**config.mk**
```make
export PLATFORM = sky130hd
export DESIGN_NAME = sha1_hash_engine_flat
export DESIGN_NICKNAME = d
export VERILOG_FILES = /design/src/design/sha1_pkg.sv /design/src/design/sha1_in_if.sv /design/src/design/sha1_out_if.sv /design/src/design/sha1_round.sv /design/src/design/sha1_hash_engine.sv /design/src/flat_wrapper.sv
export SDC_FILE = /design/constraint.sdc
export NUM_CORES = 2
export LEC_CHECK = 0
export BUFFER_PORTS_ARGS = -buffer_cell sky130_fd_sc_hd__buf_4
export CORE_MARGIN = 4
export CORE_UTILIZATION = 60
export CTS_BUF_LIST = sky130_fd_sc_hd__clkbuf_8 sky130_fd_sc_hd__clkbuf_16
export CTS_CLUSTER_SIZE = 28
export DETAILED_ROUTE_END_ITERATION = 8
export MAX_ROUTING_LAYER = met4
export PLACE_DENSITY = 0.76
export SYNTH_ARGS = -nofsm -noshare
export SYNTH_HDL_FRONTEND = slang
export SYNTH_SLANG_ARGS = --single-unit
```
**constraint.sdc**
```tcl
create_clock -name clk -period 46.5 [get_ports clk]
set_input_delay 9.3 -clock clk [delete_from_list [all_inputs] [get_ports clk]]
set_output_delay 9.3 -clock clk [all_outputs]
set_load 0.02 [all_outputs]
```
**src/design/sha1_pkg.sv**
```systemverilog
`timescale 1ns / 1ps
`default_nettype none

package sha1_pkg;

    localparam int BLOCK_BYTES  = 64;
    localparam int LEN_OFFSET   = 56;
    localparam int ROUNDS       = 80;
    localparam int DIGEST_WORDS = 5;
    localparam int SCHED_BITS   = BLOCK_BYTES * 8;

    localparam logic [7:0] PAD_BYTE = 8'h80;

    localparam logic [31:0] IV_WORDS [DIGEST_WORDS] = '{
        32'h67452301, 32'hefcdab89, 32'h98badcfe, 32'h10325476, 32'hc3d2e1f0
    };

    localparam logic [31:0] ROUND_CONSTS [4] = '{
        32'h5a827999, 32'h6ed9eba1, 32'h8f1bbcdc, 32'hca62c1d6
    };

    // Working variables of the compression rounds
    typedef struct packed {
        logic [31:0] a;
        logic [31:0] b;
        logic [31:0] c;
        logic [31:0] d;
        logic [31:0] e;
    } sha1_work_t;

endpackage

`default_nettype wire

```
**src/design/sha1_in_if.sv**
```systemverilog
`timescale 1ns / 1ps
`default_nettype none

interface sha1_in_if;
    logic       valid;
    logic       ready;
    logic [7:0] data_byte;
    logic       has_byte;
    logic       end_of_message;

    modport source (output valid, output data_byte, output has_byte,
                    output end_of_message, input ready);
    modport sink   (input valid, input data_byte, input has_byte,
                    input end_of_message, output ready);
endinterface

`default_nettype wire

```
**src/design/sha1_out_if.sv**
```systemverilog
`timescale 1ns / 1ps
`default_nettype none

interface sha1_out_if;
    logic        valid;
    logic        ready;
    logic [31:0] digest_word;
    logic [2:0]  word_index;
    logic        last_word;

    modport source (output valid, output digest_word, output word_index,
                    output last_word, input ready);
    modport sink   (input valid, input digest_word, input word_index,
                    input last_word, output ready);
endinterface

`default_nettype wire

```
**src/design/sha1_round.sv**
```systemverilog
`timescale 1ns / 1ps
`default_nettype none

module sha1_round (
    input  logic [6:0]                   round_idx,
    input  sha1_pkg::sha1_work_t         work,
    input  logic [sha1_pkg::SCHED_BITS-1:0] sched,
    output sha1_pkg::sha1_work_t         work_next,
    output logic [31:0]                  sched_word
);
    import sha1_pkg::*;

    logic [31:0] top_word;
    logic [31:0] mix;
    logic [31:0] w;
    logic [31:0] f;
    logic [31:0] k;
    logic [31:0] rot_a;
    logic [31:0] t;

    // Window words by age: word 0 is the oldest (W[t-16] once expanding)
    assign top_word = sched[SCHED_BITS-1 -: 32];
    assign mix      = sched[SCHED_BITS-1-13*32 -: 32] ^ sched[SCHED_BITS-1-8*32 -: 32]
                    ^ sched[SCHED_BITS-1-2*32 -: 32] ^ top_word;

    // Take the loaded word in the first sixteen rounds, expand after
    assign w          = (round_idx < 7'd16) ? top_word : {mix[30:0], mix[31]};
    assign sched_word = w;

    // Select round function and constant by round group
    always_comb
    begin
        if (round_idx < 7'd20)
        begin
            f = (work.b & work.c) ^ (~work.b & work.d);
            k = ROUND_CONSTS[0];
        end
        else if (round_idx < 7'd40)
        begin
            f = work.b ^ work.c ^ work.d;
            k = ROUND_CONSTS[1];
        end
        else if (round_idx < 7'd60)
        begin
            f = (work.b & work.c) ^ (work.b & work.d) ^ (work.c & work.d);
            k = ROUND_CONSTS[2];
        end
        else
        begin
            f = work.b ^ work.c ^ work.d;
            k = ROUND_CONSTS[3];
        end
    end

    assign rot_a = {work.a[26:0], work.a[31:27]};
    assign t     = rot_a + f + work.e + k + w;

    // Rotate the working variables
    assign work_next.a = t;
    assign work_next.b = work.a;
    assign work_next.c = {work.b[1:0], work.b[31:2]};
    assign work_next.d = work.c;
    assign work_next.e = work.d;

endmodule

`default_nettype wire

```
**src/design/sha1_hash_engine.sv**
```systemverilog
`timescale 1ns / 1ps
`default_nettype none

// SHA-1 engine taking at most one message byte per transfer on msg_in and
// giving the five digest words, index 0 first, on digest_out after a transfer
// that marks end of message. A byte that does not finish a 64-byte block and
// does not end the message leaves msg_in ready for the next. After a byte that
// finishes a block, msg_in is not ready during the 80 rounds through the single
// round unit and the add into the chaining words. At end of message the padding
// (0x80, zeros, bit length) is shifted in one byte per cycle up to the block
// end and that block is compressed; when the 0x80 lands at offset 56 or later
// the length does not fit, and a second block of padding and a second
// compression follow. The five digest transfers come next, and the engine
// then restarts from the initial hash value.
module sha1_hash_engine (
    input  wire logic   clk,
    input  wire logic   rst_n,
    sha1_in_if.sink     msg_in,
    sha1_out_if.source  digest_out
);
    import sha1_pkg::*;

    localparam logic [2:0] ST_IDLE  = 3'd0;
    localparam logic [2:0] ST_ROUND = 3'd1;
    localparam logic [2:0] ST_ADD   = 3'd2;
    localparam logic [2:0] ST_PAD   = 3'd3;
    localparam logic [2:0] ST_OUT   = 3'd4;

    localparam logic [5:0] LAST_POS = 6'(BLOCK_BYTES - 1);
    localparam logic [5:0] LEN_POS  = 6'(LEN_OFFSET);
    localparam logic [6:0] LAST_RND = 7'(ROUNDS - 1);
    localparam logic [2:0] LAST_IDX = 3'(DIGEST_WORDS - 1);

    logic [2:0]            state_reg, state_next;
    logic [2:0]            ret_reg, ret_next;
    logic [6:0]            rnd_reg, rnd_next;
    logic [5:0]            pos_reg, pos_next;
    logic                  pad_first_reg, pad_first_next;
    logic                  len_ok_reg, len_ok_next;
    logic [63:0]           byte_count_reg, byte_count_next;
    logic [31:0]           chain_reg [DIGEST_WORDS];
    logic [31:0]           chain_next [DIGEST_WORDS];
    sha1_work_t            work_reg, work_next;
    logic [SCHED_BITS-1:0] sched_reg, sched_next;
    logic [2:0]            out_idx_reg, out_idx_next;

    sha1_work_t            round_work;
    logic [31:0]           round_word;
    logic                  in_fire;
    logic                  out_fire;
    logic [63:0]           bit_len;
    logic [2:0]            len_lane;
    logic [7:0]            len_byte;
    logic                  len_ok_eff;
    logic [7:0]            pad_byte;
    sha1_work_t            chain_work;

    sha1_round u_round (
        .round_idx  (rnd_reg),
        .work       (work_reg),
        .sched      (sched_reg),
        .work_next  (round_work),
        .sched_word (round_word)
    );

    assign msg_in.ready = (state_reg == ST_IDLE);
    assign in_fire      = msg_in.valid && msg_in.ready;

    assign digest_out.valid       = (state_reg == ST_OUT);
    assign digest_out.digest_word = chain_reg[out_idx_reg];
    assign digest_out.word_index  = out_idx_reg;
    assign digest_out.last_word   = (out_idx_reg == LAST_IDX);
    assign out_fire               = digest_out.valid && digest_out.ready;

    // Length bytes go out most significant first at block offsets 56..63
    assign bit_len  = {byte_count_reg[60:0], 3'b000};
    assign len_lane = ~(pos_reg[2:0] - LEN_POS[2:0]);
    assign len_byte = bit_len[{len_lane, 3'b000} +: 8];

    // Length fits in this block only if the 0x80 landed before offset 56
    assign len_ok_eff = pad_first_reg ? (pos_reg < LEN_POS) : len_ok_reg;

    always_comb
    begin
        if (pad_first_reg)
            pad_byte = PAD_BYTE;
        else if (len_ok_eff && (pos_reg >= LEN_POS))
            pad_byte = len_byte;
        else
            pad_byte = 8'h00;
    end

    assign chain_work = '{a: chain_reg[0], b: chain_reg[1], c: chain_reg[2],
                          d: chain_reg[3], e: chain_reg[4]};

    // Sequence byte intake, rounds, chaining add, padding and digest output
    always_comb
    begin
        state_next      = state_reg;
        ret_next        = ret_reg;
        rnd_next        = rnd_reg;
        pos_next        = pos_reg;
        pad_first_next  = pad_first_reg;
        len_ok_next     = len_ok_reg;
        byte_count_next = byte_count_reg;
        chain_next      = chain_reg;
        work_next       = work_reg;
        sched_next      = sched_reg;
        out_idx_next    = out_idx_reg;

        case (state_reg)
            ST_IDLE:
            begin
                if (in_fire)
                begin
                    pad_first_next = 1'b1;
                    if (msg_in.has_byte)
                    begin
                        sched_next      = {sched_reg[SCHED_BITS-9:0], msg_in.data_byte};
                        byte_count_next = byte_count_reg + 64'd1;
                        pos_next        = pos_reg + 6'd1;
                    end
                    if (msg_in.has_byte && (pos_reg == LAST_POS))
                    begin
                        state_next = ST_ROUND;
                        rnd_next   = '0;
                        work_next  = chain_work;
                        ret_next   = msg_in.end_of_message ? ST_PAD : ST_IDLE;
                    end
                    else if (msg_in.end_of_message)
                    begin
                        state_next = ST_PAD;
                    end
                end
            end

            ST_PAD:
            begin
                sched_next     = {sched_reg[SCHED_BITS-9:0], pad_byte};
                pos_next       = pos_reg + 6'd1;
                pad_first_next = 1'b0;
                len_ok_next    = len_ok_eff;
                if (pos_reg == LAST_POS)
                begin
                    state_next = ST_ROUND;
                    rnd_next   = '0;
                    work_next  = chain_work;
                    ret_next   = len_ok_eff ? ST_OUT : ST_PAD;
                    // Next block carries the length
                    len_ok_next = 1'b1;
                end
            end

            ST_ROUND:
            begin
                work_next  = round_work;
                sched_next = {sched_reg[SCHED_BITS-33:0], round_word};
                rnd_next   = rnd_reg + 7'd1;
                if (rnd_reg == LAST_RND)
                    state_next = ST_ADD;
            end

            ST_ADD:
            begin
                chain_next[0] = chain_reg[0] + work_reg.a;
                chain_next[1] = chain_reg[1] + work_reg.b;
                chain_next[2] = chain_reg[2] + work_reg.c;
                chain_next[3] = chain_reg[3] + work_reg.d;
                chain_next[4] = chain_reg[4] + work_reg.e;
                state_next    = ret_reg;
            end

            ST_OUT:
            begin
                if (out_fire)
                begin
                    if (out_idx_reg == LAST_IDX)
                    begin
                        // Restart from the initial hash value
                        for (int i = 0; i < DIGEST_WORDS; i++)
                            chain_next[i] = IV_WORDS[i];
                        byte_count_next = '0;
                        pos_next        = '0;
                        out_idx_next    = '0;
                        state_next      = ST_IDLE;
                    end
                    else
                    begin
                        out_idx_next = out_idx_reg + 3'd1;
                    end
                end
            end

            default:
            begin
                state_next = ST_IDLE;
            end
        endcase
    end

    // Hold control and chaining state
    always_ff @(posedge clk or negedge rst_n)
    begin
        if (!rst_n)
        begin
            state_reg      <= ST_IDLE;
            ret_reg        <= ST_IDLE;
            rnd_reg        <= '0;
            pos_reg        <= '0;
            pad_first_reg  <= 1'b0;
            len_ok_reg     <= 1'b0;
            byte_count_reg <= '0;
            out_idx_reg    <= '0;
            for (int i = 0; i < DIGEST_WORDS; i++)
                chain_reg[i] <= IV_WORDS[i];
        end
        else
        begin
            state_reg      <= state_next;
            ret_reg        <= ret_next;
            rnd_reg        <= rnd_next;
            pos_reg        <= pos_next;
            pad_first_reg  <= pad_first_next;
            len_ok_reg     <= len_ok_next;
            byte_count_reg <= byte_count_next;
            out_idx_reg    <= out_idx_next;
            chain_reg      <= chain_next;
        end
    end

    // Advance the working variables and message window
    always_ff @(posedge clk)
    begin
        work_reg  <= work_next;
        sched_reg <= sched_next;
    end

endmodule

`default_nettype wire
```
**src/flat_wrapper.sv**
```systemverilog
// flat-port wrapper written by rule: the top's interface ports become plain ports
module sha1_hash_engine_flat import sha1_pkg::*;
  (clk, rst_n, msg_in_valid, msg_in_data_byte, msg_in_has_byte, msg_in_end_of_message, msg_in_ready, digest_out_valid, digest_out_digest_word, digest_out_word_index, digest_out_last_word, digest_out_ready);
  sha1_in_if msg_in_i ();
  sha1_out_if digest_out_i ();
  input  wire logic clk;
  input  wire logic rst_n;
  input wire logic [$bits(msg_in_i.valid)-1:0] msg_in_valid;
  input wire logic [$bits(msg_in_i.data_byte)-1:0] msg_in_data_byte;
  input wire logic [$bits(msg_in_i.has_byte)-1:0] msg_in_has_byte;
  input wire logic [$bits(msg_in_i.end_of_message)-1:0] msg_in_end_of_message;
  output wire logic [$bits(msg_in_i.ready)-1:0] msg_in_ready;
  output wire logic [$bits(digest_out_i.valid)-1:0] digest_out_valid;
  output wire logic [$bits(digest_out_i.digest_word)-1:0] digest_out_digest_word;
  output wire logic [$bits(digest_out_i.word_index)-1:0] digest_out_word_index;
  output wire logic [$bits(digest_out_i.last_word)-1:0] digest_out_last_word;
  input wire logic [$bits(digest_out_i.ready)-1:0] digest_out_ready;
  assign msg_in_i.valid = msg_in_valid;
  assign msg_in_i.data_byte = msg_in_data_byte;
  assign msg_in_i.has_byte = msg_in_has_byte;
  assign msg_in_i.end_of_message = msg_in_end_of_message;
  assign msg_in_ready = msg_in_i.ready;
  assign digest_out_valid = digest_out_i.valid;
  assign digest_out_digest_word = digest_out_i.digest_word;
  assign digest_out_word_index = digest_out_i.word_index;
  assign digest_out_last_word = digest_out_i.last_word;
  assign digest_out_i.ready = digest_out_ready;
  sha1_hash_engine u_core (.clk(clk), .rst_n(rst_n), .msg_in(msg_in_i), .digest_out(digest_out_i));
endmodule
```
==> out/summary.txt <==
Status: finished, final reports clean
Leading cell type in the layout, fill and taps excluded: sky130_fd_sc_hd__nand2_1
Synth-to-layout area growth: 8.14%
Largest net degree at the start of global routing: 259
Predominant post-synthesis flop cell: sky130_fd_sc_hd__edfxtp_1
Die width: 307 µm
Relative slew slack: 16.9%
Number of synthesized register bits: 916
TNS Setup: 0 ns
Xor/xnor share of the synthesized area: 5.00%
Number of global-route vias before repair: 39,400
Post-synth EDFFs: 672
Largest stage delay on the critical path: 0.95 ns
Kind of launch point of the worst setup path: input pin
Initial antenna violation count: 3
DIE AREA: 94,500 µm²
Total GRT Usage: 30.6%
CTS tree: done
Number of distinct standard cells referenced by the synthesized netlist: 86
Max_cap viols: 0
Remaining antenna violation count after routing: 0
Net count after synthesis: 6,035
Mux share of post-synthesis cell area: 3.01%
Worst Setup End Kind: register
Count of mapped cells out of synthesis: 5,699
Yosys top cell by area: sky130_fd_sc_hd__edfxtp_1
Number of CTS-inserted buffers: 98
Flip-flop count of the largest register, all copies and words added: 512
Global-route wire length before repair: 221,000 µm
Count of pins on the block boundary: 52
Post-Synth Adder-Cell Area: 9.17%
Hold-fix buffer count after cts: 0
CTS H-tree lvls: 3
Seq/Total Area, Yosys: 49.1%
Slowest cell on the critical path: sky130_fd_sc_hd__buf_4
IO Port Bufs: 51
Critical path class: in -> reg
Clock network latency to the later pin of the worst-skew pair: 0.70 ns
Post-CTS setup repair buffer count: 0
Height of the die: 307 µm
Unrepaired setup endpoints after global routing: no
Number of buffers and inverters on the critical path: 4
Crit-path cells: buf_4, a31oi_1, nor2_4, buf_4, buf_4, buf_4
Core region area: 88,600 µm²
Net count of the finished layout: 5,974
Most used cells in the layout excluding fill and tap cells: sky130_fd_sc_hd__nand2_1 (2,034), sky130_fd_sc_hd__edfxtp_1 (672), sky130_fd_sc_hd__o21ai_0 (354), sky130_fd_sc_hd__inv_1 (287), sky130_fd_sc_hd__a21oi_1 (249)
CTS Root Cell: sky130_fd_sc_hd__clkbuf_16
Largest family of logic cells by synthesized area: simple AND/OR/NAND/NOR gates
Compound-cell area share of the yosys netlist: 10.6%
DRC errors left: 0
Routed length per placed instance: 20.4 µm
Clock slew seen by the registers of the worst setup and hold paths: 0.06 ns
Final period util: 27.5%
Overall via count from detail_route: 41,500
Max frequency: 0.0781 GHz
Worst path required time: 46.80 ns
FFs w/ async S/R, synth: 26.6%
Detailed Route Iter0 Violations: 4,837
Pre-antenna DRT Iters: 6
Wire length after detailed routing: 141,000 µm
Initial Util: 60.7%
Final setup violation count: 0
Cell family with most CP delay: buffers and inverters
Synth warnings: 0
Share of the synthesized area in the top cell type: 37.5%
Kind of path behind the tightest hold check: reg -> reg
Largest buffer count on any clock path: 3
Syn Std Cell Area: 53,800 µm²
Critical path arrival: 13.11 ns
Site row count: 109
Share of layout cells above drive strength 1: 7.53%
Hold Vio Cnt, Final: 0
Vias per inst: 6.02
Pin slew with the least headroom to its limit: 1.23 ns
Worst-case clock skew: 0.0313 ns
Biggest fanout along the worst timing path: 84
Dpl hpwl: 95,300 µm
Pins over their slew limit: 0
Top post-synthesis cells by area: sky130_fd_sc_hd__edfxtp_1 (38%), sky130_fd_sc_hd__nand2_1 (14%), sky130_fd_sc_hd__dfrtp_1 (7.6%)
Count of instances resized after the clock tree is built: 0
Final Wtd Congestion: 0.979
Basic-gate share of the synthesized area counting and, or, nand and nor cells: 19.5%
Global route overflow: 0
Clock period minus worst slack: 12.80 ns
Syn_area_per_cell: 9.44 µm²
Clock net sink count: 916
CP most frequent cell: sky130_fd_sc_hd__buf_4
[Yosys cell counts (all sizes together), types with 37 or more instances]
cell type,count
edfxtp,672
a21oi,249
fa,120
o21ai,354
nand3,92
nor3,63
inv,259
dfstp,80
ha,202
nand2,2036
dfrtp,164
xnor2,181
and3,37
xor2,126
nor2,220
mux2i,42
clkbuf,235
mux4,45
a21o,79
[final timing paths]
check	cells past startpoint	startpoint	slack, ns	endpoint
worst max-delay path	6	msg_in_valid	33.70	u_core.sched_reg[275]$_DFFE_PP_
worst min-delay path	1	u_core.rnd_reg[0]$_DFFE_PN0P_	0.50	u_core.rnd_reg[0]$_DFFE_PN0P_
worst max register to register	25	u_core.rnd_reg[4]$_DFFE_PN0P_	39.07	u_core.work_reg[159]$_DFFE_PP_
worst min register to register	1	u_core.rnd_reg[0]$_DFFE_PN0P_	0.50	u_core.rnd_reg[0]$_DFFE_PN0P_
max in group asynchronous	2	rst_n	36.19	u_core.digest_out.word_index[1]$_DFFE_PN0P_
min in group asynchronous	1	rst_n	8.70	u_core.chain_reg[35]$_DFFE_PN0P_
[area by class of cell]
class | count | area, µm²
tap | 1165 | 1460
clock buffer | 105 | 2570
multi-input combinational | 4267 | 25500
fill | 6989 | 30500
inverter | 261 | 980
timing repair buffer | 94 | 751
antenna | 3 | 7.51
clock inverter | 78 | 517
sequential | 916 | 26400
[routing by layer]
layer / GRT usage (%) / routed length, µm
met4: 9.79 / 5320
met2: 46.3 / 64000
met1: 42.5 / 59800
met3: 5.42 / 11600
met5: - / 0
[stage by stage]
| stage | cell area (µm²) | hold slack (ns) | cells | util [%] | worst slack, ns |
|---|---|---|---|---|---|
| final | 58200 | 0.500 | 6889 | 65.6 | 33.70 |
| after floorplan | 53800 | 0.462 | 5699 | - | 14.54 |
| after detailed placement | 55100 | 0.496 | 6703 | 62.1 | 32.97 |
| after global routing | 58200 | 0.522 | 6888 | 65.6 | 33.37 |
| after CTS | 58100 | 0.503 | 6886 | 65.6 | 33.70 |
| after global placement | 55100 | 0.484 | 6703 | 62.1 | 33.01 |
[logic make-up (layout without fill, tap and decap cells)]
logic type | after synthesis | count (layout)
buf+inv | 516 | 538
mux | 103 | 103
compound gates | 942 | 942
flops | 916 | 916
simple gates | 2593 | 2593
xor+xnor | 307 | 307
fa+ha+maj | 322 | 322
other cells | 0 | 3
Power is left out: the tool's default activity adds up to more than one toggle a clock period on the data nets, which glitch-free logic cannot reach.
